`config.mk`:
```
export PLATFORM = sky130hd
export DESIGN_NAME = lzo_front
export DESIGN_NICKNAME = d
export VERILOG_FILES = /design/src/hdl/lzo_pkg.sv /design/src/hdl/lzo_front.sv
export SDC_FILE = /design/constraint.sdc
export NUM_CORES = 1
export LEC_CHECK = 0
export ABC_CLOCK_PERIOD_IN_PS = 7750
export BUFFER_PORTS_ARGS = -buffer_cell sky130_fd_sc_hd__buf_2
export CORE_MARGIN = 8
export CORE_UTILIZATION = 31
export CTS_CLUSTER_DIAMETER = 150
export DETAILED_ROUTE_END_ITERATION = 8
export GPL_TIMING_DRIVEN = 0
export PLACE_DENSITY_LB_ADDON = 0.12
export SYNTH_ARGS = -nofsm -noshare
export SYNTH_HDL_FRONTEND = slang
export SYNTH_SLANG_ARGS = --single-unit
```
`constraint.sdc`:
```
create_clock -name clk -period 7.75 [get_ports clk]
set_input_delay 0 -clock clk [delete_from_list [all_inputs] [get_ports clk]]
set_output_delay 0 -clock clk [all_outputs]
set_load 0.01 [all_outputs]
```
`src/hdl/lzo_pkg.sv`:
```
// Package for the LZO1X stream decompressor: phase codes, action codes,
// and the command record passed from the front part to the back part.
// No dependencies.
package lzo_pkg;

	typedef enum logic [1:0] {
		ACT_FEED  = 2'd0,
		ACT_PULL  = 2'd1,
		ACT_START = 2'd2,
		ACT_NOP   = 2'd3
	} action_t;

	typedef enum logic [1:0] {
		ST_OK   = 2'd0,
		ST_BUSY = 2'd1,
		ST_FAR  = 2'd2,
		ST_END  = 2'd3
	} status_t;

	typedef enum logic [13:0] {
		PH_FIRST       = 14'b00000000000001,
		PH_TOP         = 14'b00000000000010,
		PH_AFTER_LIT   = 14'b00000000000100,
		PH_AFTER_TRAIL = 14'b00000000001000,
		PH_LIT_EXT     = 14'b00000000010000,
		PH_LITERALS    = 14'b00000000100000,
		PH_TRAIL_LITS  = 14'b00000001000000,
		PH_M_EXT       = 14'b00000010000000,
		PH_DIST_ONE    = 14'b00000100000000,
		PH_DIST_M1L    = 14'b00001000000000,
		PH_DIST_LO     = 14'b00010000000000,
		PH_DIST_HI     = 14'b00100000000000,
		PH_COPY        = 14'b01000000000000,
		PH_END         = 14'b10000000000000
	} phase_t;

	localparam logic [31:0] SAT_MAX   = 32'hFFFF_FFFF;
	localparam logic [16:0] M3_BASE   = 17'h00801;
	localparam logic [16:0] M4_BASE   = 17'h04000;
	localparam logic [31:0] WIN_FULL  = 32'h0000_C000;

	// One back-end operation: write a byte (literal or copy) or none.
	typedef struct packed {
		logic        wr;       // byte goes to the window and the output
		logic        rd;       // byte is read from the window
		logic        zero;     // copy of a bad match: emit zero
		logic [16:0] mdist;
		logic [7:0]  lit;
		logic        done;
		logic        pend;
		logic        need;
		logic [31:0] total;
		logic [1:0]  status;
	} op_t;

endpackage

```
`src/hdl/lzo_front.sv`:
```
// Front part of the LZO1X decompressor: the stream grammar state machine.
// Decodes each transaction into one back-end operation. Depends on lzo_pkg.
module lzo_front (
	input  logic                clk,
	input  logic                arst_n,
	input  logic                fire,
	input  logic [1:0]          action,
	input  logic [7:0]          in_byte,
	output lzo_pkg::op_t        op
);

	lzo_pkg::phase_t phase_q, ph_n;
	logic [31:0] lit_q, lit_n, mlen_q, mlen_n, prod_q, prod_n;
	logic [16:0] dist_q, dist_n;
	logic [7:0]  cmd_q, cmd_n;
	logic [1:0]  trail_q, trail_n, stat_q, stat_n;
	logic        ended_q, ended_n, full_q, full_n, bad_q, bad_n;
	logic        emit, rd;
	logic [31:0] b32, tmp;
	logic [15:0] v;
	logic [16:0] d;

	function automatic logic [31:0] sat_add(input logic [31:0] a, input logic [31:0] b);
		logic [32:0] s;
		s = {1'b0, a} + {1'b0, b};
		return s[32] ? lzo_pkg::SAT_MAX : s[31:0];
	endfunction

	always_comb begin
		ph_n = phase_q; lit_n = lit_q; mlen_n = mlen_q; prod_n = prod_q;
		dist_n = dist_q; cmd_n = cmd_q; trail_n = trail_q; stat_n = stat_q;
		ended_n = ended_q; full_n = full_q; bad_n = bad_q;
		emit = 1'b0; rd = 1'b0;
		b32 = {24'd0, in_byte};
		tmp = 32'd0; v = 16'd0; d = 17'd0;
		if (action == lzo_pkg::ACT_START) begin
			prod_n = '0; ph_n = lzo_pkg::PH_FIRST; lit_n = '0; mlen_n = '0; dist_n = '0;
			cmd_n = '0; trail_n = '0; ended_n = 1'b0; stat_n = '0; full_n = 1'b0; bad_n = 1'b0;
		end else if (action == lzo_pkg::ACT_FEED) begin
			if (ended_q) begin
				if (stat_q == lzo_pkg::ST_OK) stat_n = lzo_pkg::ST_END;
			end else if (phase_q == lzo_pkg::PH_COPY) begin
				if (stat_q == lzo_pkg::ST_OK) stat_n = lzo_pkg::ST_BUSY;
			end else begin
				d = 17'd0;
				tmp = 32'd0;
				if ((phase_q == lzo_pkg::PH_FIRST && in_byte <= 8'd17) ||
				    phase_q == lzo_pkg::PH_TOP || phase_q == lzo_pkg::PH_AFTER_LIT ||
				    phase_q == lzo_pkg::PH_AFTER_TRAIL) begin
					cmd_n = in_byte;
					if (in_byte >= 8'd64) ph_n = lzo_pkg::PH_DIST_ONE;
					else if (in_byte >= 8'd32 || in_byte >= 8'd16) begin
						tmp = (in_byte >= 8'd32) ? {27'd0, in_byte[4:0]} : {29'd0, in_byte[2:0]};
						mlen_n = (tmp != 0) ? tmp + 32'd2 : 32'd0;
						ph_n = (tmp != 0) ? lzo_pkg::PH_DIST_LO : lzo_pkg::PH_M_EXT;
					end else if (phase_q == lzo_pkg::PH_TOP || phase_q == lzo_pkg::PH_FIRST) begin
						lit_n = (in_byte != 0) ? b32 + 32'd3 : 32'd0;
						ph_n = (in_byte != 0) ? lzo_pkg::PH_LITERALS : lzo_pkg::PH_LIT_EXT;
					end else begin
						ph_n = (phase_q == lzo_pkg::PH_AFTER_LIT) ? lzo_pkg::PH_DIST_M1L
						                                          : lzo_pkg::PH_DIST_ONE;
					end
				end else begin
					unique case (phase_q)
						lzo_pkg::PH_FIRST: begin
							lit_n = b32 - 32'd17;
							ph_n = (lit_n < 32'd4) ? lzo_pkg::PH_TRAIL_LITS : lzo_pkg::PH_LITERALS;
						end
						lzo_pkg::PH_LIT_EXT: begin
							if (in_byte == 0) lit_n = sat_add(lit_q, 32'd255);
							else begin
								lit_n = sat_add(lit_q, 32'd18 + b32);
								ph_n = lzo_pkg::PH_LITERALS;
							end
						end
						lzo_pkg::PH_LITERALS, lzo_pkg::PH_TRAIL_LITS: begin
							emit = 1'b1;
							prod_n = prod_q + 32'd1;
							if (prod_n >= lzo_pkg::WIN_FULL) full_n = 1'b1;
							lit_n = (lit_q != 0) ? lit_q - 32'd1 : 32'd0;
							if (lit_n == 0)
								ph_n = (phase_q == lzo_pkg::PH_LITERALS) ? lzo_pkg::PH_AFTER_LIT
								                                         : lzo_pkg::PH_AFTER_TRAIL;
						end
						lzo_pkg::PH_M_EXT: begin
							if (in_byte == 0) mlen_n = sat_add(mlen_q, 32'd255);
							else begin
								mlen_n = sat_add(mlen_q, ((cmd_q >= 8'd32) ? 32'd33 : 32'd9) + b32);
								ph_n = lzo_pkg::PH_DIST_LO;
							end
						end
						lzo_pkg::PH_DIST_ONE, lzo_pkg::PH_DIST_M1L: begin
							trail_n = cmd_q[1:0];
							if (phase_q == lzo_pkg::PH_DIST_M1L) begin
								d = lzo_pkg::M3_BASE + {13'd0, cmd_q[5:2]} + {7'd0, in_byte, 2'd0};
								mlen_n = 32'd3;
							end else if (cmd_q >= 8'd64) begin
								d = 17'd1 + {14'd0, cmd_q[4:2]} + {6'd0, in_byte, 3'd0};
								mlen_n = {29'd0, cmd_q[7:5]} + 32'd1;
							end else begin
								d = 17'd1 + {13'd0, cmd_q[5:2]} + {7'd0, in_byte, 2'd0};
								mlen_n = 32'd2;
							end
							ph_n = lzo_pkg::PH_COPY;
						end
						lzo_pkg::PH_DIST_LO: begin
							dist_n = {9'd0, in_byte};
							trail_n = in_byte[1:0];
							ph_n = lzo_pkg::PH_DIST_HI;
						end
						lzo_pkg::PH_DIST_HI: begin
							v = {in_byte, dist_q[7:0]};
							if (cmd_q >= 8'd32) begin
								d = 17'd1 + {3'd0, v[15:2]};
								ph_n = lzo_pkg::PH_COPY;
							end else begin
								d = {2'd0, cmd_q[3], 14'd0} + {3'd0, v[15:2]};
								if (d == 0) begin
									ended_n = 1'b1; mlen_n = '0; ph_n = lzo_pkg::PH_END;
								end else begin
									d = d + lzo_pkg::M4_BASE;
									ph_n = lzo_pkg::PH_COPY;
								end
							end
						end
						default: ph_n = lzo_pkg::PH_TOP;
					endcase
					if (ph_n == lzo_pkg::PH_COPY) begin
						dist_n = d;
						bad_n = !full_q && ({15'd0, d} > prod_q);
						if (bad_n && stat_q == lzo_pkg::ST_OK) stat_n = lzo_pkg::ST_FAR;
					end
				end
			end
		end else if (action == lzo_pkg::ACT_PULL) begin
			if (!ended_q && phase_q == lzo_pkg::PH_COPY) begin
				emit = 1'b1; rd = 1'b1;
				prod_n = prod_q + 32'd1;
				if (prod_n >= lzo_pkg::WIN_FULL) full_n = 1'b1;
				mlen_n = (mlen_q != 0) ? mlen_q - 32'd1 : 32'd0;
				if (mlen_n == 0) begin
					bad_n = 1'b0;
					if (trail_q != 0) begin
						lit_n = {30'd0, trail_q}; ph_n = lzo_pkg::PH_TRAIL_LITS;
					end else ph_n = lzo_pkg::PH_TOP;
				end
			end
		end
	end

	always_ff @(posedge clk or negedge arst_n) begin
		if (!arst_n) begin
			phase_q <= lzo_pkg::PH_FIRST; lit_q <= '0; mlen_q <= '0; prod_q <= '0;
			dist_q <= '0; cmd_q <= '0; trail_q <= '0; stat_q <= '0;
			ended_q <= 1'b0; full_q <= 1'b0; bad_q <= 1'b0;
		end else if (fire) begin
			phase_q <= ph_n; lit_q <= lit_n; mlen_q <= mlen_n; prod_q <= prod_n;
			dist_q <= dist_n; cmd_q <= cmd_n; trail_q <= trail_n; stat_q <= stat_n;
			ended_q <= ended_n; full_q <= full_n; bad_q <= bad_n;
		end
	end

	always_comb begin
		op.wr = emit;
		op.rd = rd;
		op.zero = bad_q;
		op.mdist = dist_q;
		op.lit = in_byte;
		op.done = ended_n;
		op.pend = !ended_n && ph_n == lzo_pkg::PH_COPY;
		op.need = !ended_n && ph_n != lzo_pkg::PH_COPY;
		op.total = prod_n;
		op.status = stat_n;
	end

endmodule

```
## Word-level counts from Yosys, hierarchy flattened

Cells that the tools add are included.

- Reduce and logical (&&, ||, !) cells: 42
- Mux-type cells: 148
- Order comparisons: 9
- Bitwise gates (word level): 0
- Multiply operators: 0
- Divide/modulo/power cells: 0
- Equality and inequality tests: 34
- $add $sub $neg: 22
- Shift operators: 0

Operators by type and width:

| operator | count |
|---|---|
| two-way mux 32 bit | 39 |
| two-way mux 14 bit | 19 |
| two-way mux 17 bit | 14 |
| one-hot mux 32 bit (3 select lines) | 2 |
| one-hot mux 14 bit (7 select lines) | 1 |
| nonzero test 32 bit | 3 |
| adder 32 x 8 -> 33 bit, second input constant | 2 |
| adder 32 x 9 -> 33 bit | 2 |
| logical NOT 32 bit | 2 |
| subtractor 32 x 1 -> 32 bit, second input constant | 2 |
| equality test 14 x 13 -> 1 bit, second input constant | 3 |
| two-way mux 8 bit | 5 |
| two-way mux 1 bit | 36 |
| one-hot mux 17 bit (2 select lines) | 1 |
| two-way mux 11 bit | 3 |
| adder 32 x 1 -> 32 bit, second input constant | 1 |
| greater-or-equal comparator 32 x 16 -> 1 bit, second input constant | 1 |
| > comparator 17 x 32 -> 1 bit | 1 |
| less-than comparator 32 x 3 -> 1 bit, second input constant | 1 |
| two-way mux 2 bit | 14 |
| two-way mux 10 bit | 2 |
| two-way mux 6 bit | 3 |
| nonzero test 3 bit | 6 |
| adder 16 x 15 -> 17 bit, second input constant | 1 |
| 62 further kinds | 91 |

- Memories kept: 0
- Register bits: 142
- Output and inout port bits: 65
- Input port bits: 13
- RAM bits: 0
- Bits in latches: 0
- ROM bits: 0

## Logic depth before layout (Yosys ltp)

Gate-level depths: netlist (run 1).

- Word-level depth: 20
- Depth in mapped cells: 21
- Mapped depth without buffers: 20

## Worst setup path after synthesis (run 1)

No wires, ideal clock.

- Path type: reg-to-reg
- Start: reg cmd_q[5]
- End: reg mlen_q[1]
- Slack: 3.733 ns
- Path buffers: 2
- Period minus slack after synthesis: 4.017 ns
- Setup time: 0.139 ns
- Required time: 7.611 ns
- Cell stages (with the launch flop): 18
- Data arrival time: 3.878 ns
- Cells stage by stage: dfrtp_1 > ha_1 > nor2b_1 > a311o_1 > clkbuf_1 > inv_1 > fa_1 > ha_1 > a21oi_1 > o21bai_1 > a21o_1 > nand3_1 > a21oi_1 > or2_2 > clkbuf_1 > o21a_1 > o311ai_0 > o21ai_0

- Word-level cells in the longest chain between the ends: 12

Ends and longest elaborated chain:

| item | line | RTL |
|---|---|---|
| start, declared | lzo_front.sv:15 | `logic [7:0] cmd_q, cmd_n;` |
| start signal, assigned | lzo_front.sv:158 | `dist_q <= dist_n; cmd_q <= cmd_n; trail_q <= trail_n; stat_q <= stat_n;` |
| greater-or-equal comparator 8 x 6 -> 1 bit | lzo_front.sv:88, lzo_front.sv:113 |  |
| two-way mux 6 bit | lzo_front.sv:88 | `mlen_n = sat_add(mlen_q, ((cmd_q >= 8'd32) ? 32'd33 : 32'd9) + b32);` |
| adder 6 x 8 -> 9 bit | lzo_front.sv:88 |  |
| adder 32 x 9 -> 33 bit | lzo_front.sv:25 | `s = {1'b0, a} + {1'b0, b};` |
| two-way mux 32 bit | lzo_front.sv:26 | `return s[32] ? lzo_pkg::SAT_MAX : s[31:0];` |
| two-way mux 32 bit | lzo_front.sv:86 | `if (in_byte == 0) mlen_n = sat_add(mlen_q, 32'd255);` |
| one-hot mux 32 bit (3 select lines) | lzo_front.sv:64 | `unique case (phase_q)` |
| two-way mux 32 bit | lzo_front.sv:47 | `if ((phase_q == lzo_pkg::PH_FIRST && in_byte <= 8'd17) \|\|` |
| two-way mux 32 bit | lzo_front.sv:42 | `end else if (phase_q == lzo_pkg::PH_COPY) begin` |
| two-way mux 32 bit | lzo_front.sv:40 | `if (ended_q) begin` |
| two-way mux 32 bit | lzo_front.sv:39 | `end else if (action == lzo_pkg::ACT_FEED) begin` |
| two-way mux 32 bit | lzo_front.sv:36 | `if (action == lzo_pkg::ACT_START) begin` |
| end signal, assigned | lzo_front.sv:157 | `phase_q <= ph_n; lit_q <= lit_n; mlen_q <= mlen_n; prod_q <= prod_n;` |
| end, declared | lzo_front.sv:13 | `logic [31:0] lit_q, lit_n, mlen_q, mlen_n, prod_q, prod_n;` |

Several ways; a longest one is shown, not always the timed one. The select of a mux whose other input is x is not followed.
A chain may end at the register's enable or synchronous reset.

## Worst setup path in the final report (run 1)

- Start: in in_byte[1]
- End: reg mlen_q[21]

- Word-level cells in the longest chain between the ends: 10

Ends and longest elaborated chain:

| item | line | RTL |
|---|---|---|
| start, declared | lzo_front.sv:8 | `input logic [7:0] in_byte,` |
| adder 6 x 8 -> 9 bit or less-or-equal comparator 8 x 5 -> 1 bit (tied branches) | lzo_front.sv:88, lzo_front.sv:47 |  |
| adder 32 x 9 -> 33 bit or logical AND 1 bit (tied branches) | lzo_front.sv:25, lzo_front.sv:47 |  |
| two-way mux 32 bit or logical OR 1 bit (tied branches) | lzo_front.sv:26, lzo_front.sv:47 |  |
| two-way mux 32 bit or logical OR 1 bit (tied branches) | lzo_front.sv:86, lzo_front.sv:48 |  |
| one-hot mux 32 bit (3 select lines) or logical OR 1 bit (tied branches) | lzo_front.sv:64, lzo_front.sv:48 |  |
| two-way mux 32 bit | lzo_front.sv:47 |  |
| two-way mux 32 bit | lzo_front.sv:42 |  |
| two-way mux 32 bit | lzo_front.sv:40 |  |
| two-way mux 32 bit | lzo_front.sv:39 |  |
| two-way mux 32 bit | lzo_front.sv:36 |  |

Several ways; a longest one is shown, not always the timed one. The select of a mux whose other input is x is not followed.

==> results of run 1 <==
worst max-delay path: cells and delay by family:
family,cells,cell delay [ns]
simple gates,2,1.20
compound gates,4,0.93
buf+inv,7,3.63
fa+ha+maj,1,0.35
metrics by stage:
stage	total power, W	utilization [%]	setup slack [ns]
6_report	0.003214	34.83	1.990
3_5_place_dp	0.002334	33.67	1.993
5_1_grt	0.003403	34.83	1.628
3_3_place_gp	0.002329	33.55	1.941
2_1_floorplan	0.001885	-	3.733
4_1_cts	0.003209	34.82	2.127
sequential cells by signal (all words and copies together), names as in the netlist:
register / count
cmd_q: 8
dist_q: 16
bad_q: 1
ended_q: 1
prod_q: 32
full_q: 1
mlen_q: 32
phase_q: 14
stat_q: 2
lit_q: 32
trail_q: 2
where the power goes:
group	switching [W]	internal [W]	total [W]
logic	0.000955	0.000505	0.00146
registers	0.0000935	0.000809	0.000903
clock network	0.000386	0.000466	0.000851
cell type report:
| cell class | instances | area (µm²) | area share [%] |
|---|---|---|---|
| multi-input combinational | 1800 | 11370 | 63.89 |
| sequential | 141 | 3530 | 19.83 |
| tap | 680 | 850.8 | 4.781 |
| buffer | 185 | 770.7 | 4.331 |
| clock buffer | 23 | 478.0 | 2.686 |
| timing repair buffer | 79 | 447.9 | 2.517 |
| inverter | 69 | 259.0 | 1.455 |
| clock inverter | 9 | 90.09 | 0.5062 |
kinds of logic (layout without fill, tap and decap cells):
group / Yosys count / after routing
and+or+nand+nor: 891 / 891
AOI/OAI and AO/OA: 673 / 673
muxes: 36 / 36
buffers and inverters: 254 / 365
DFF: 141 / 141
xor gates and xnor gates: 129 / 129
adders and majority gates: 70 / 70
other: 1 / 1
layer usage:
metal  share of wire (%)  track usage (%)  up-vias
met4                 3.2            9.027        0
met1                  44            33.64     9027
met3                 7.5            4.217      146
met5                   0                0        -
met2                  46            39.36      901
li1                    -                -     8339
path summary, 6_finish.rpt:
| path | startpoint | to | slack (ns) | cells after the start |
|---|---|---|---|---|
| setup / recovery | in_byte[1] | mlen_q[21] | 1.99 | 14 |
| hold / removal | arst_n | lit_q[17] | 0.01 | 2 |
| setup reg to reg | cmd_q[5] | mlen_q[31] | 2.24 | 17 |
| hold reg to reg | dist_q[9] | dist_q[9] | 0.49 | 2 |
| max in group asynchronous | arst_n | phase_q[0] | 6.86 | 3 |
| min in group clk | fire | phase_q[9] | 0.11 | 3 |
cells in the mapped netlist (all sizes together) (12+ instances only):
master	instances	share of area [%]
a221oi	27	1.5
o31ai	45	2.1
xor2	40	2.2
buf	35	1.3
clkbuf	150	3.5
nand3	79	2.5
and4	17	0.93
a31oi	16	0.63
nor2b	13	0.51
dfrtp	140	22
and3	30	1.2
mux2	24	1.7
and2	17	0.67
nor2	198	4.7
or3	22	0.86
mux2i	12	0.75
xnor2	89	4.9
or2	16	0.63
nand4	58	2.4
inv	63	1.5
nor3	79	2.5
nor4	64	3.3
a21oi	159	5.0
or4	19	0.90
o21a	15	0.71
o22ai	21	0.82
a22o	21	1.2
o21ai	202	6.4
ha	66	5.2
nand2	235	5.5
a21o	25	1.2
repair_timing:
item | CTS | global route
hold buffers | 2 | 0
setup endpoints to repair | 0 | 0
hold endpoints to repair | 112 | 0
layout by cell type, fill, tap and decap left out, types with 13 or more instances in the layout:
| cell type | n |
|---|---|
| buf_4 | 13 |
| o21a_1 | 15 |
| inv_1 | 63 |
| o22ai_1 | 21 |
| o31ai_1 | 45 |
| o21ai_0 | 178 |
| nand2_1 | 235 |
| and2_1 | 16 |
| nand3_1 | 79 |
| clkbuf_16 | 17 |
| nand4_1 | 56 |
| and4_1 | 17 |
| or2_2 | 15 |
| and3_1 | 30 |
| nor2b_1 | 13 |
| a21oi_1 | 159 |
| nor4_1 | 51 |
| a22o_1 | 21 |
| ha_1 | 66 |
| clkbuf_1 | 153 |
| buf_2 | 90 |
| mux2_2 | 24 |
| a221oi_1 | 27 |
| a21o_1 | 25 |
| or4_1 | 19 |
| xnor2_1 | 89 |
| o21ai_1 | 23 |
| or3_1 | 22 |
| a31oi_1 | 16 |
| nor2_1 | 196 |
| dfrtp_1 | 140 |
| nor3_1 | 78 |
| xor2_1 | 40 |
==> results.cfg, run 1 <==
[timing]
drv_slew = 7
tightest_slew_ns = 1.545
clock_skew_ns = 0.01443
setup_viol = 0
slew_headroom_pct = -4.085
fmax_mhz = 173.6
fin_tns_setup_ns = 0
fin_crit_sh_pct = 74.33
hold_ws_ns = 0.01219
period_minus_slack_ns = 5.760
final-hold-violation-count = 0
rsz0062_at_grt = false

[layout]
layout.nets = 2376
drive_above_1_share_pct = 9.193
fin_area_mm2 = 0.01780
fillers = 5655
syn_to_final_growth_pct = 11.75
final_cells = 2986
n_antenna_cell = 0

[clocking]
clk-insertion-delay-late_ns = 0.50
cts_setup_buffers = 0
clk_pin_slew_ns = 0.06
cts_made_buffers = 17
root_buffer = clkbuf_16
cts_resized = 0
cts_max_level = 4
cts_tree = yes
cts_buffer_depth = 2
clock-sinks = 141

[synth]
synthCells = 2195
synthSimpleGateAreaFrac_pct = 28.80
synth_compound_area_share_pct = 27.32
async_flop_share_pct = 100.0
postSynthAreaPerCell_um2 = 7.256
synth_seq_cells = 141
synth-xor-area-share_pct = 7.094
synth-edff-count = 0
synth_top_family_by_area = simple AND/OR/NAND/NOR gates
synthMuxAreaShare_pct = 2.451
syn-cell-area_mm2 = 0.01593
yosys.cell_types.count = 92
ys_seq_area_share_pct = 22.16
yosys_warnings = 0
synthFlopType = dfrtp_1
synth_fa_ha_area_share_pct = 5.688
syn-num-nets = 2278

[critical_path]
crit_path_top_delay_cell = nor3b_1
max_stage_delay_ns = 0.97
crit_path_frequent_cell = clkbuf_1
critPathKind = in -> reg
end_kind = register
cp-start-kind = input pin
cp_max_fo = 10
worstPathRequired_ns = 8.12
arrival_ns = 6.13
path_cells = dlygate4sd3_1 > buf_2 > inv_1 > ha_1 > nor3b_1 > and2_0 > clkbuf_1 > clkbuf_1 > o21a_1 > clkbuf_1 > clkbuf_1 > o21ai_0 > a21oi_1 > o21ai_0

[floorplanning]
initial_core_util_pct = 31.17
die_w_um = 242.7
die_area_mm2 = 0.05888
io-pin-count = 78
die_h_um = 242.7
rows = 83
core_area_mm2 = 0.05109

[outcome]
violations = capacitance limit, slew limit
outcome = finished with violations

[global_route]
grt_overflow = 0
grt.total_usage_pct = 24.84
antenna_found_initial = 0
grt_start_max_net_pins = 82
grt_pass1_wl_mm = 113.8
grt_pass1_vias = 17570

[power]
power_leakage_nw = 6.831
pwr_density_cell_mw_per_mm2 = 180.6
irDropWorstVdd_mv = 0.1237

[detailed_routing]
wl_mm = 75.78
firstDrtPassIters = 6
via_per_inst = 6.166
drc = 0
wire_per_inst_um = 25.38
vias = 18410
ant_nets = 0
drt_iter0_drc = 2068

[placed_design]
dpl-instance-area_mm2 = 0.01720
dp_cells = 2951
post-dp-hpwl_mm = 57.29
portBuffers = 73
finalWeightedCongestion = 0.9562

[job]
cap_violations = 1

[min_path]
hold_path.class = in -> async
Note: power is estimated with default switching activity, not from simulation.
==> inputs of run 2 (changes only) <==
--- a/config.mk
+++ b/config.mk
@@ -5,7 +5,7 @@
 export SDC_FILE = /design/constraint.sdc
 export NUM_CORES = 1
 export LEC_CHECK = 0
-export ABC_CLOCK_PERIOD_IN_PS = 7750
+export ABC_CLOCK_PERIOD_IN_PS = 5900
 export BUFFER_PORTS_ARGS = -buffer_cell sky130_fd_sc_hd__buf_2
 export CORE_MARGIN = 8
 export CORE_UTILIZATION = 31
==> constraint.sdc (replaced) <==
create_clock -name clk -period 5.9 [get_ports clk]
set_input_delay 0 -clock clk [delete_from_list [all_inputs] [get_ports clk]]
set_output_delay 0 -clock clk [all_outputs]
set_load 0.01 [all_outputs]
==> results.cfg, run 2 (synthesized netlist as in run 1, its figures left out) <==
[clocking]
clk_pin_slew_ns = 0.06
root_buffer = clkbuf_16
cts_made_buffers = 17
cts_max_level = 4
clk-insertion-delay-late_ns = 0.50
cts_tree = yes
cts_buffer_depth = 2
clock-sinks = 141

[detailed_routing]
firstDrtPassIters = 6
wl_mm = 75.70
drc = 0
ant_nets = 0
vias = 18480
drt_iter0_drc = 2002
wire_per_inst_um = 25.35
via_per_inst = 6.190

[critical_path]
cp_max_fo = 10
reg2reg_depth = 17
max_stage_delay_ns = 0.97
end_kind = register
worstPathRequired_ns = 6.27
cp-start-kind = input pin
critPathKind = in -> reg
path_cells = dlygate4sd3_1 > buf_2 > inv_1 > ha_1 > nor3b_1 > and2_0 > clkbuf_1 > clkbuf_1 > o21a_1 > clkbuf_1 > clkbuf_1 > o21ai_0 > a21oi_1 > o21ai_0
crit_path_top_delay_cell = nor3b_1
arrival_ns = 6.13
crit_path_frequent_cell = clkbuf_1

[floorplanning]
io-pin-count = 78
core_area_mm2 = 0.05109
die_w_um = 242.7
initial_core_util_pct = 31.17
die_h_um = 242.7
die_area_mm2 = 0.05888
rows = 83

[layout]
syn_to_final_growth_pct = 11.80
mostFrequentLayoutCells = nand2_1 (235), nor2_1 (196), o21ai_0 (178), a21oi_1 (159), clkbuf_1 (153)
n_antenna_cell = 0
fin_area_mm2 = 0.01781
reg_top3 = lit_q x32, mlen_q x32, prod_q x32
layout.nets = 2376
final_common_cell = nand2_1
drive_above_1_share_pct = 9.193
fillers = 5655

[placed_design]
finalWeightedCongestion = 0.9562
post-dp-hpwl_mm = 57.29
dpl-instance-area_mm2 = 0.01720
place_ws_ns = 0.1429
portBuffers = 73

[timing]
drv_slew = 7
fin_crit_sh_pct = 97.59
fmax_mhz = 173.7
rsz0062_at_grt = false
setup_viol = 0
final-hold-violation-count = 0
period_minus_slack_ns = 5.758
tightest_slew_ns = 1.556
clock_skew_ns = 0.01438
setup_ws_ns = 0.1424
fin_tns_setup_ns = 0
slew_headroom_pct = -4.808

[global_route]
grt.total_usage_pct = 24.84
grt_start_max_net_pins = 82
antenna_found_initial = 0
grt_pass1_vias = 17570
grt_pass1_wl_mm = 113.8
grt_overflow = 0

[min_path]
hold_path.class = in -> async

[power]
pwr_density_cell_mw_per_mm2 = 237.1
power_leakage_nw = 6.836
irDropWorstVdd_mv = 0.1627
power_w = 0.004222

[outcome]
violations = capacitance limit, slew limit
outcome = finished with violations

[job]
cap_violations = 1
[run 2: final cells by class]
class	instances	area (µm²)	share of cell area [%]
buffer	185	770.7	4.329
clock buffer	23	478.0	2.684
clock inverter	9	90.09	0.5059
inverter	69	259.0	1.455
multi-input combinational	1800	11380	63.91
sequential	141	3530	19.82
tap	680	850.8	4.778
timing repair buffer	79	447.9	2.516
[run 2: final timing paths]
path	startpoint	to	slack, ns
worst max-delay path	in_byte[1]	mlen_q[21]	0.14
worst min-delay path	arst_n	lit_q[17]	0.01
worst max register to register	cmd_q[5]	mlen_q[31]	0.36
worst min register to register	dist_q[9]	dist_q[9]	0.49
max in group asynchronous	arst_n	phase_q[0]	5.01
min in group clk	fire	phase_q[9]	0.11
[run 2: stage by stage]
step	hold slack [ns]	cells	util (%)
6_report	0.01076	2986	34.85
5_1_grt	0.06908	2986	34.85
4_1_cts	0.05414	2985	34.82
3_5_place_dp	-0.005743	2951	33.67
3_3_place_gp	0.4227	2948	33.55
2_1_floorplan	-0.2956	2195	-
[run 2: routing by layer]
layer | part of all wire (%) | GRT usage [%] | vias to the layer above
met5 | 0 | 0 | -
met3 | 7.7 | 4.217 | 170
li1 | - | - | 8337
met2 | 45 | 39.36 | 988
met4 | 3.3 | 9.027 | 0
met1 | 44 | 33.64 | 8989
[run 2: worst max-delay path, delay by kind of cell]
| family | cells | cell delay [ns] |
|---|---|---|
| buffers and inverters | 7 | 3.62 |
| and+or+nand+nor | 2 | 1.20 |
| AOI/OAI and AO/OA | 4 | 0.94 |
| adders and majority gates | 1 | 0.34 |
[run 2: report_power, final]
part,switching (W),internal [W]
logic,0.00126,0.000663
registers,0.000122,0.00106
clock network,0.000507,0.000611
total,0.00188,0.00234
[run 2: repair_timing]
item | CTS | global route
buffers inserted | 0 | 0
hold endpoints to repair | 112 | 0
resized for setup | 0 | 1
hold buffers | 2 | 0
setup endpoints to repair | 0 | 1
